--- config.mk ---
export PLATFORM = sky130hd
export DESIGN_NAME = pci_cell
export DESIGN_NICKNAME = d
export VERILOG_FILES = /design/src/pci_pkg.sv /design/src/pci_cell.sv
export SDC_FILE = /design/constraint.sdc
export NUM_CORES = 1
export LEC_CHECK = 0
export ABC_AREA = 1
export BUFFER_PORTS_ARGS = -buffer_cell sky130_fd_sc_hd__buf_2
export CAP_MARGIN = 20
export CORE_ASPECT_RATIO = 1.4
export CORE_MARGIN = 2
export CORE_UTILIZATION = 51
export DETAILED_ROUTE_END_ITERATION = 12
export GPL_ROUTABILITY_DRIVEN = 0
export PLACE_DENSITY = 0.89
export RECOVER_POWER = 100
export REMOVE_ABC_BUFFERS = 1
export SETUP_SLACK_MARGIN = 0.15
export SLEW_MARGIN = 20
export SYNTH_ARGS = -nofsm -noshare
export SYNTH_HDL_FRONTEND = slang
export SYNTH_SLANG_ARGS = --single-unit
export TNS_END_PERCENT = 30
--- constraint.sdc ---
create_clock -name clock -period 9.8 [get_ports clock]
set_clock_uncertainty 0.2 [all_clocks]
set_input_delay 1.96 -clock clock [delete_from_list [all_inputs] [get_ports clock]]
set_output_delay 1.96 -clock clock [all_outputs]
set_load 0.01 [all_outputs]
--- src/pci_pkg.sv ---
`default_nettype none
// ----------------------------------------------------------------------------
// pci_pkg
// Shared types and constants for the palette color indexer: the probe that
// walks the cell chain, the result record and the control states.
// ----------------------------------------------------------------------------

package pci_pkg;

   localparam int COLOR_W = 32;   // argb pixel width
   localparam int INDEX_W = 8;    // palette index width
   localparam int COUNT_W = 9;    // fill count width, holds 0 to 256

   // probe carried from cell to cell, one cell per cycle
   typedef struct packed {
      logic               live;       // a pixel occupies this slot
      logic [COLOR_W-1:0] color;      // color under search
      logic [COUNT_W-1:0] remaining;  // filled entries still ahead of the probe
      logic               hit;        // a filled entry matched
      logic               placed;     // color was written into a free entry
      logic [INDEX_W-1:0] index;      // entry that matched or took the color
   } probe_type;

   // result record held in the output register
   typedef struct packed {
      logic [INDEX_W-1:0] color_index;
      logic               new_color;
      logic               overflow;
      logic [COUNT_W-1:0] colors_used;
      logic               image_done;
   } result_type;

   typedef enum logic [1:0] {
      ST_IDLE,
      ST_SEARCH,
      ST_STALL
   } state_type;

endpackage

`default_nettype wire

--- src/pci_cell.sv ---
`default_nettype none
// ----------------------------------------------------------------------------
// pci_cell
// One palette entry. Compares the passing probe against its entry while the
// entry is below the fill mark, takes the color if it is the first free
// entry, and hands the probe on to the next cell.
// ----------------------------------------------------------------------------

module pci_cell #(
   parameter int CELL_INDEX = 0
) (
   input  wire                 clock,
   input  wire                 reset,
   input  pci_pkg::probe_type  probe_in,
   output pci_pkg::probe_type  probe_out
);

   localparam logic [31:0] CELL_ID_FULL = CELL_INDEX;
   localparam logic [pci_pkg::INDEX_W-1:0] CELL_ID = CELL_ID_FULL[pci_pkg::INDEX_W-1:0];

   logic [pci_pkg::COLOR_W-1:0] entry_ff;
   logic [pci_pkg::COLOR_W-1:0] entry_in;
   pci_pkg::probe_type          probe_ff;
   pci_pkg::probe_type          probe_in_next;
   logic                        filled;
   logic                        match;
   logic                        take;

   // entry is filled while the probe still has filled entries ahead
   assign filled = (probe_in.remaining != '0);
   assign match  = probe_in.live && filled && !probe_in.hit
                   && (entry_ff == probe_in.color);
   assign take   = probe_in.live && !filled && !probe_in.hit && !probe_in.placed;

   always_comb begin
      probe_in_next           = probe_in;
      probe_in_next.remaining = filled ? probe_in.remaining - 1'b1 : probe_in.remaining;
      probe_in_next.hit       = probe_in.hit | match;
      probe_in_next.placed    = probe_in.placed | take;
      if (match || take) begin
         probe_in_next.index = CELL_ID;
      end
      entry_in = take ? probe_in.color : entry_ff;
   end

   always_ff @(posedge clock) begin
      entry_ff <= entry_in;
   end

   always_ff @(posedge clock) begin
      if (reset) begin
         probe_ff <= '0;
      end else begin
         probe_ff <= probe_in_next;
      end
   end

   assign probe_out = probe_ff;

endmodule

`default_nettype wire

==> summary.txt, run 1 <==
Status
  – Outcome: finished with violations
  – Violated checks: max-capacitance violations, max-slew violations

Logic synthesis
  – Yosys cell types: 26
  – Top-count cell post-synth: inv_1
  – Post-synth ARST share: 0%
  – Number of synthesized flops with an enable pin: 32
  – Yosys top cell by area: dfxtp_1
  – Leading cell types by total area after synthesis: dfxtp_1 33%, edfxtp_1 30%, inv_1 9.3%
  – Post-Synthesis Cells: 347
  – Sequential cell area fraction in the yosys report: approximately 63%
  – Syn_area_per_cell: between 9 and 10 sq um
  – Cell Area, Synth: ~0.0032 sq mm
  – Synthesis warning total: 0
  – Main flop type after synthesis: dfxtp_1
  – Synth top area share: 32.9%
  – Synth top cells by count: 78 x inv_1, 70 x nand2_1, 65 x nor2_1
  – Yosys reg bits: between 80 and 90

Setup path
  – Crit path capture type: flip-flop
  – Slowest cell on crit path: nor2_1
  – Most common cell on crit path: nor2_1
  – Setup CP Type: in -> reg
  – Reg2Reg Setup Slack: approximately 8.1 ns
  – CP Data Arrival Time: 4.91 ns
  – Worst path cell trace: buf_2 -> inv_1 -> ha_1 -> nand2_1 -> nor2_1 -> nand4_2 -> nor2_1
  – Setup crit start: probe_in[10]
  – R2R cell count: 10
  – CP required: ~9.5 ns
  – CP Depth: 7
  – Slowest stage delay, CP: 1.91 ns
  – R2R Path End: probe_out[5]
  – Worst setup SP type: primary input
  – Crit-path max FO: 32
  – FF-to-FF Start: entry_ff[8]
  – Crit path max-delay family: simple AND/OR/NAND/NOR gates
  – Crit path buffers/inverters: 2

Timing
  – Hold WS: ~0.5 ns
  – Slew @ Worst Pin: between 2 and 3 ns
  – RSZ-0062 raised after global routing: no
  – Setup TNS: 0 ns
  – Fin crit share: a little over half
  – Fmax achieved: a little under 200 MHz
  – Setup-failing EPs final: 0
  – Final hold vios: 0
  – Slew HR: -72.3%
  – Slew Viols, Final: 78
  – Min Clock Period, post-route: 5.21 ns
  – Final setup slack of the worst path: 4.59 ns

Floorplanning
  – Die width: 70.5 um
  – DIE HEIGHT: between 90 and 100 um
  – Die area: between 0.006 and 0.007 sq mm
  – Core area: 0.00595 sq mm
  – Cell Rows: 33
  – I/O pins: 106
  – Initial Util: 53.2%

Flow run
  – MaxCap Viol Count: 2

Cells and area
  – Fillers: just over 500
  – Ant diodes: 0
  – Nets: 513
  – Synth-to-layout area growth: 21.0%
  – Layout Cells excl Fill: around 530
  – Layout cells sized above 1: 9.29%

Route
  – # DRC: 0
  – DR WL/cell: between 10 and 15 um
  – Final wirelength: 6.13 mm
  – First-pass DRT Iterations: 4
  – Via count: around 2,400
  – Final ANT Viol Nets: 0
  – DR vias/cell: roughly 4.5
  – Drt initial violations: between 60 and 70

Clock tree
  – Number of buffers created by CTS: 9
  – CTS tree: done
  – Root Driver: clkbuf_8
  – Setup repair bufs after CTS: 0
  – Clock sinks: 84
  – Max clock buf depth: 2
  – Worst-path clk slew: ~0.08 ns
  – Post_cts resized: 0
  – Post-CTS Hold Buffers: 0
  – Skew-Pair Late Insertion Delay: 0.34 ns
  – H-tree depth: 3

Worst hold path
  – Cells on Worst Hold Path: 5
  – Hold Crit Class: reg -> reg
  – Hold endpoint: probe_out[9]
  – HP Start: entry_ff[22]

Pwr
  – Power per cell area: approximately 170 mW/mm^2
  – Peak VDD IR: 0.124 mV
  – Leakage: 1.82 nW

GRT
  – Global Route Usage Sum: between 10% and 20%
  – Largest net degree at the start of global routing: 45
  – Initial antenna violation count: 0
  – Global-route wire length before repair: between 9 and 10 mm
  – Number of global-route vias before repair: approximately 2,300
  – Overflow after GRT: 0

Placement
  – Post-DP HPWL: between 4 and 5 mm
  – IO Port Bufs: about 110
  – Pre-CTS setup slack: 5.59 ns
  – Placed insts: between 500 and 600
stage by stage:
stage / power (mW) / utilization (%) / cell area, sq um
global route: 0.698 / 64.3 / 3820
floorplan: 0.412 / - / 3140
CTS: 0.679 / 66.5 / 3960
finish: 0.668 / 64.3 / 3820
detailed placement: 0.445 / 63.3 / 3760
global placement: 0.442 / 63.3 / 3760
logic make-up after synthesis:
family                   after synthesis  synth area share [%]
AO/OA/AOI/OAI                         13                  2.49
XOR/XNOR                              14                  3.88
adder cells (fa/ha/maj)                1                 0.396
buffers and inverters                 83                  9.85
flip-flops                            84                  63.3
AND/OR/NAND/NOR                      152                  20.1
placed cells by master, fill, tap and decap left out, types with 4 or more instances in the layout:
cell type and n:
a21oi_1 4, buf_2 23, clkbuf_1 83, clkbuf_8 10
dfxtp_1 52, edfxtp_1 32, inv_1 78, nand2_1 72
nor2_1 66, o21ai_0 4, xnor2_1 12
how the worst max path moves through the flow:
stage / endpoint / slack (ns)
5_1_grt: entry_ff[19] / 4.30
2_1_floorplan: entry_ff[0] / 5.15
6_report: entry_ff[20] / 4.59
3_3_place_gp: entry_ff[12] / 5.67
3_5_place_dp: entry_ff[12] / 5.59
4_1_cts: entry_ff[9] / 5.96
cell type report:
cell class / instances / area [sq um] / share of cell area (%)
clock buffers: 11 / 141 / 3.70
clock inverters: 5 / 51.3 / 1.34
inverters: 78 / 293 / 7.65
multi-input cells: 180 / 827 / 21.6
flip-flops and latches: 84 / 2000 / 52.3
well taps: 70 / 87.6 / 2.29
repair buffers: 105 / 423 / 11.1
per-layer routing:
layer  track usage [%]  share of wire (%)  vias up
li1                  -                  -     1253
met1              19.5                 40     1033
met2              33.7                 52       77
met3              5.08                5.8       13
met4              10.0                2.3        0
met5                 0                  0        -
power by group:
| part | switching [mW] | internal [mW] | total [mW] |
|---|---|---|---|
| clock network | 0.113 | 0.123 | 0.236 |
| logic | 0.0341 | 0.0206 | 0.0547 |
| registers | 0.00305 | 0.373 | 0.376 |
| total | 0.151 | 0.517 | 0.668 |
tightest hold or removal path: stages, from the launching register on:
cell and delay, ns:
edfxtp_1 0.34, xnor2_1 0.07, nand3_2 0.07, nor2_1 0.05, nand3_2 0.08, a21oi_1 0.06
state kept, by name, indices dropped and copies added, names as in the netlist:
signal and count:
probe_out 52, entry_ff 32
Power figures use the tool's default switching activity.
==> inputs of run 2 (changes only) <==
--- a/config.mk
+++ b/config.mk
@@ -5,15 +5,15 @@
 export SDC_FILE = /design/constraint.sdc
 export NUM_CORES = 1
 export LEC_CHECK = 0
-export ABC_AREA = 1
+export ABC_AREA = 0
 export BUFFER_PORTS_ARGS = -buffer_cell sky130_fd_sc_hd__buf_2
 export CAP_MARGIN = 20
 export CORE_ASPECT_RATIO = 1.4
 export CORE_MARGIN = 2
-export CORE_UTILIZATION = 51
+export CORE_UTILIZATION = 44
 export DETAILED_ROUTE_END_ITERATION = 12
 export GPL_ROUTABILITY_DRIVEN = 0
-export PLACE_DENSITY = 0.89
+export PLACE_DENSITY = 0.83
 export RECOVER_POWER = 100
 export REMOVE_ABC_BUFFERS = 1
 export SETUP_SLACK_MARGIN = 0.15
==> constraint.sdc (replaced) <==
create_clock -name clock -period 4.7 [get_ports clock]
set_clock_uncertainty 0.2 [all_clocks]
set_input_delay 0.94 -clock clock [delete_from_list [all_inputs] [get_ports clock]]
set_output_delay 0.94 -clock clock [all_outputs]
set_load 0.01 [all_outputs]
==> summary.txt, run 2 <==
Setup path
  – Crit path max-delay family: simple AND/OR/NAND/NOR gates
  – FF-to-FF Start: entry_ff[16]
  – Slowest stage delay, CP: 0.57 ns (-1.34 ns)
  – Crit path buffers/inverters: 3 (+1)
  – Crit-path max FO: 40 (+25%)
  – Worst setup SP type: primary input
  – CP Data Arrival Time: 3.03 ns (-1.88 ns)
  – CP required: 4.48 ns (-5.03 ns)
  – Setup CP Type: in -> reg
  – Slowest cell on crit path: nor4b_1
  – R2R cell count: 5 (-5)
  – Reg2Reg Setup Slack: 2.59 ns (-5.54 ns)
  – R2R Path End: probe_out[2]
  – Crit path capture type: flip-flop
  – Worst path cell trace: clkbuf_1 -> inv_1 -> ha_1 -> nor4b_1 -> nand2_1 -> or3_1 -> clkinv_2

Timing
  – Slew @ Worst Pin: 2.16 ns (-0.419 ns)
  – Hold WS: 0.611 ns (+0.110 ns)
  – RSZ-0062 raised after global routing: no
  – Setup TNS: 0 ns (unchanged)
  – Slew HR: -43.8% (+29 points)
  – Setup-failing EPs final: 0 (unchanged)
  – Final hold vios: 0 (unchanged)
  – Fin crit share: 69.2%
  – Min Clock Period, post-route: approximately 3.3 ns
  – Slew Viols, Final: 54 (-31%)
  – Final setup slack of the worst path: 1.45 ns (-3.15 ns)
  – Fmax achieved: between 300 and 400 MHz

Clock tree
  – Number of buffers created by CTS: 9 (unchanged)
  – Clock sinks: 84 (unchanged)
  – Max clock buf depth: 2 (unchanged)
  – Post-CTS Hold Buffers: 0 (unchanged)
  – CTS tree: done
  – Skew-Pair Late Insertion Delay: 0.34 ns (about the same)
  – Setup repair bufs after CTS: 0 (unchanged)
  – Post_cts resized: 0 (unchanged)
  – Worst-path clk slew: 0.07 ns (about the same)
  – H-tree depth: 3 (unchanged)
  – Root Driver: clkbuf_8

Status
  – Outcome: finished with violations
  – Violated checks: max-capacitance violations, max-slew violations

Logic synthesis
  – Synthesis warning total: 0 (unchanged)
  – Synth top area share: 35.3% (+2.3 points)
  – Yosys top cell by area: dfxtp_1
  – Main flop type after synthesis: dfxtp_1
  – Leading cell types by total area after synthesis: dfxtp_1 35%, edfxtp_1 33%, xor2_1 8.6%
  – Number of synthesized flops with an enable pin: 32 (unchanged)
  – Yosys reg bits: 84 (unchanged)
  – Cell Area, Synth: 0.00295 sq mm (-6.6%)
  – Sequential cell area fraction in the yosys report: 67.8% (+4.5 points)
  – Post-Synthesis Cells: 220 (-37%)
  – Yosys cell types: 29 (+12%)
  – Post-synth ARST share: 0% (unchanged)
  – Syn_area_per_cell: 13.4 sq um (+47%)
  – Synth top cells by count: 52 x dfxtp_1, 33 x nor2b_1, 32 x edfxtp_1
  – Top-count cell post-synth: dfxtp_1

Pwr
  – Power per cell area: 369 mW/mm^2 (+110%)
  – Peak VDD IR: 0.219 mV (+76%)
  – Leakage: 1.29 nW (-29%)

Cells and area
  – Final core occ: 55.1% (-9.2 points)
  – Commonest non-fill, non-tap cells in the layout: 87 x clkbuf_1, 52 x dfxtp_1, 33 x nor2b_1, 32 x edfxtp_1, 29 x xor2_1
  – Max FFs per register: 52 (unchanged)
  – Synth-to-layout area growth: 21.9%
  – Nets: 384 (-25%)
  – Layout cells sized above 1: 12.3% (+3.0 points)
  – Ant diodes: 0 (unchanged)
  – Commonest non-fill, non-tap cell in the layout: clkbuf_1
  – Final non-filler cell area: 0.00360 sq mm (-5.9%)

Floorplanning
  – DIE HEIGHT: 101 um (+3.9%)
  – I/O pins: 106 (unchanged)
  – Cell Rows: 35 (+6.1%)
  – Die width: 73.2 um (+3.8%)
  – Core area: 0.00653 sq mm (+9.7%)
  – Initial Util: 45.3% (-7.9 points)
  – Die area: 0.00739 sq mm (+7.8%)

GRT
  – Global Route Usage Sum: 16.0% (-2.8 points)
  – Largest net degree at the start of global routing: 54 (+20%)
  – Global-route wire length before repair: 8.78 mm (-12%)
  – Overflow after GRT: 0 (unchanged)
  – Initial antenna violation count: 0 (unchanged)
  – Number of global-route vias before repair: 1,899 (-18%)

Route
  – DR WL/cell: 13.8 um (+20%)
  – # DRC: 0 (unchanged)
  – Final wirelength: 5.63 mm (-8.2%)
  – First-pass DRT Iterations: 6 (+2)
  – DR vias/cell: 4.77 (+7.0%)
  – Final ANT Viol Nets: 0 (unchanged)
  – Drt initial violations: 103 (+54%)
  – Via count: 1,946 (-18%)

Placement
  – Pre-CTS setup slack: 1.33 ns (-4.26 ns)
  – IO Port Bufs: 105 (unchanged)
  – Post-DP HPWL: 4.08 mm (-11%)
  – Area post-placement: 0.00354 sq mm (-5.9%)

Worst hold path
  – Cells on Worst Hold Path: 4 (-1)
  – Hold endpoint: probe_out[9]
  – Hold Crit Class: reg -> reg
  – HP Start: entry_ff[17]

Flow run
  – MaxCap Viol Count: 1 (-1)
[run 2: worst register-to-register path, delay by kind of cell (launching register included)]
family	cells	cell delay, ns
DFF	1	0.39
and+or+nand+nor	4	1.14
xor gates and xnor gates	1	0.16
[run 2: worst max-delay path by stage]
stage | to | depth (start not counted) | start
after floorplan | entry_ff[0] | 6 | probe_in[10]
after global placement | entry_ff[8] | 7 | probe_in[10]
after detailed placement | entry_ff[6] | 7 | probe_in[10]
after CTS | entry_ff[0] | 7 | probe_in[10]
after global routing | probe_out[5] | 8 | probe_in[10]
final | entry_ff[2] | 7 | probe_in[10]
[run 2: kinds of logic (layout without fill, tap and decap cells)]
family | count (synthesis) | count (layout) | share of synthesized area [%]
flops | 84 | 84 | 67.8
simple gates | 81 | 81 | 18.2
xor+xnor | 36 | 36 | 10.7
buf+inv | 11 | 125 | 1.48
compound gates | 7 | 7 | 1.40
fa+ha+maj | 1 | 1 | 0.424
[run 2: where the power goes]
group          leakage, nW  internal [mW]  switching, mW
Combinational        0.489         0.0446         0.0617
Sequential           0.721          0.778        0.00567
Clock               0.0783          0.191          0.246
[run 2: metal layers]
layer	wire, um	track usage, %	part of all wire [%]
met3	319	5.40	5.7
met2	2840	25.6	50
met4	116	7.83	2.1
met1	2350	19.1	42
met5	0	0	0
[run 2: final cells by class]
class | instances | area [sq um]
sequential | 84 | 2000
timing repair buffer | 105 | 418
multi-input combinational | 125 | 901
inverter | 4 | 16.3
fill | 603 | 2930
clock buffer | 10 | 128
tap | 74 | 92.6
clock inverter | 6 | 41.3
[run 2: stage by stage]
step / cells / total power [mW]
2_1_floorplan: 213 / 0.849
3_3_place_gp: 392 / 0.915
3_5_place_dp: 392 / 0.919
4_1_cts: 408 / 1.36
5_1_grt: 408 / 1.39
6_report: 408 / 1.33
==> inputs of run 3 (changes only) <==
==> constraint.sdc (replaced) <==
create_clock -name clock -period 2.8 [get_ports clock]
set_clock_uncertainty 0.2 [all_clocks]
set_input_delay 0.56 -clock clock [delete_from_list [all_inputs] [get_ports clock]]
set_output_delay 0.56 -clock clock [all_outputs]
set_load 0.01 [all_outputs]
==> summary.txt, run 3 (synthesized netlist as in run 2, its figures left out) <==
Status
  – Outcome: completed

Floorplanning
  – I/O pins: 106 (unchanged)
  – Core area: 0.00653 sq mm (unchanged)
  – DIE HEIGHT: 101 um (unchanged)
  – Die area: 0.00739 sq mm (unchanged)
  – Cell Rows: 35 (unchanged)
  – Initial Util: 45.3% (unchanged)
  – Die width: 73.2 um (unchanged)

Placement
  – Post-DP HPWL: 4.27 mm (+4.6%)
  – IO Port Bufs: 105 (unchanged)

Route
  – DR vias/cell: 4.75 (-0.36%)
  – Final wirelength: 5.78 mm (+2.6%)
  – Drt initial violations: 132 (+28%)
  – First-pass DRT Iterations: 4 (-2)
  – # DRC: 0 (unchanged)
  – Via count: 1,958 (+0.62%)
  – DR WL/cell: 14.0 um (+1.7%)
  – Final ANT Viol Nets: 0 (unchanged)

Clock tree
  – Max clock buf depth: 2 (unchanged)
  – Post-CTS Hold Buffers: 0 (unchanged)
  – Setup repair bufs after CTS: 0 (unchanged)
  – Root Driver: clkbuf_8
  – Worst-path clk slew: 0.08 ns (about the same)
  – Skew-Pair Late Insertion Delay: 0.35 ns (about the same)
  – CTS tree: done
  – Post_cts resized: 0 (unchanged)
  – H-tree depth: 3 (unchanged)
  – Number of buffers created by CTS: 9 (unchanged)
  – Clock sinks: 84 (unchanged)

Setup path
  – Crit path buffers/inverters: 4 (+1)
  – Reg2Reg Setup Slack: 0.81 ns (-1.78 ns)
  – Crit path capture type: flip-flop
  – Setup crit start: probe_in[10]
  – Worst path cell trace: clkbuf_1 -> inv_1 -> ha_1 -> nor4b_2 -> nand2_1 -> or3_1 -> clkinvlp_2 -> buf_4
  – Setup CP Type: in -> reg
  – Crit path max-delay family: simple AND/OR/NAND/NOR gates
  – Slowest stage delay, CP: 0.37 ns (-0.20 ns)
  – Critical Path End: entry_ff[18]
  – CP Depth: 8 (+1)
  – FF-to-FF Start: entry_ff[2]
  – CP required: 2.65 ns (-1.83 ns)
  – CP Data Arrival Time: 2.15 ns (-0.88 ns)
  – Slowest cell on crit path: or3_1
  – R2R Path End: probe_out[7]
  – R2R cell count: 5 (unchanged)
  – Worst setup SP type: primary input
  – Crit-path max FO: 13 (-68%)

Cells and area
  – Commonest non-fill, non-tap cells in the layout: 87 x clkbuf_1, 52 x dfxtp_1, 33 x nor2b_1, 32 x edfxtp_1, 29 x xor2_1
  – Layout cells sized above 1: 13.3% (+1.0 points)
  – Fillers: 584 (-3.2%)
  – Max FFs per register: 52 (unchanged)
  – Ant diodes: 0 (unchanged)
  – Area taken by multi-input logic gates: 901 sq um (unchanged)
  – Synth-to-layout area growth: 23.6%
  – Commonest non-fill, non-tap cell in the layout: clkbuf_1
  – Nets: 388 (+1.0%)
  – Register Area: 0.00200 sq mm (unchanged)
  – Final core occ: 55.9% (+0.79 points)

Timing
  – Slew Viols, Final: 0 (-100%)
  – Slew HR: 28.2% (+72 points)
  – Slew @ Worst Pin: 1.08 ns (-1.08 ns)
  – Setup TNS: 0 ns (unchanged)
  – Final hold vios: 0 (unchanged)
  – Fmax achieved: about 430 MHz
  – RSZ-0062 raised after global routing: no
  – Setup-failing EPs final: 0 (unchanged)
  – Fin crit share: 82.2%
  – Min Clock Period, post-route: 2.30 ns

Pwr
  – Peak VDD IR: 0.343 mV (+57%)
  – Pwr Total: 2.28 mW (+72%)
  – Power per cell area: 625 mW/mm^2 (+70%)
  – Leakage: 1.31 nW (+1.7%)

Worst hold path
  – Cells on Worst Hold Path: 3 (-1)
  – Hold Crit Class: in -> reg

GRT
  – Number of global-route vias before repair: 1,905 (+0.32%)
  – Largest net degree at the start of global routing: 30 (-44%)
  – Initial antenna violation count: 0 (unchanged)
  – Global-route wire length before repair: 8.95 mm (+1.9%)
  – Overflow after GRT: 0 (unchanged)
  – Global Route Usage Sum: 16.4% (+0.41 points)

Flow run
  – MaxCap Viol Count: 0 (-1)
run 3: through the flow:
step	area, sq um	setup WS [ns]	cells	hold WS [ns]
6_report	3650	0.498	412	0.244
5_1_grt	3650	0.352	412	0.242
4_1_cts	3770	0.563	412	0.196
3_5_place_dp	3590	0.206	396	0.557
3_3_place_gp	3590	0.245	396	0.545
2_1_floorplan	2930	0.277	213	0.429
run 3: layout make-up:
| class | count | share of cell area, % |
|---|---|---|
| Sequential cell | 84 | 54.9 |
| Multi-Input combinational cell | 125 | 24.7 |
| Timing Repair Buffer | 109 | 12.4 |
| Clock buffer | 10 | 3.77 |
| Tap cell | 74 | 2.54 |
| Clock inverter | 6 | 1.27 |
| Inverter | 4 | 0.446 |
run 3: worst min-delay path by stage:
stage / startpoint / to
floorplan: reset / probe_out[12]
global placement: entry_ff[17] / probe_out[9]
detailed placement: entry_ff[17] / probe_out[9]
CTS: probe_in[27] / entry_ff[8]
global route: probe_in[31] / entry_ff[12]
finish: probe_in[8] / probe_out[8]
run 3: worst reg2reg max path: stages, from the launching register on:
cell and delay (ns):
edfxtp_1 0.41, xor2_1 0.17, nor4_2 0.30, nand4_1 0.19, nor3_2 0.48, nor4b_1 0.12
run 3: metal layers:
metal,routed length [um],up-vias,track usage [%]
met3,328,15,5.50
met5,0,-,0
met4,160,0,7.98
li1,-,984,-
met1,2390,896,19.9
met2,2900,63,25.9
run 3: power by group:
part           switching, mW  internal (mW)  total (mW)
clock network          0.434          0.352       0.786
logic                  0.104         0.0743       0.179
registers             0.0106           1.31        1.32
total                  0.549           1.73        2.28
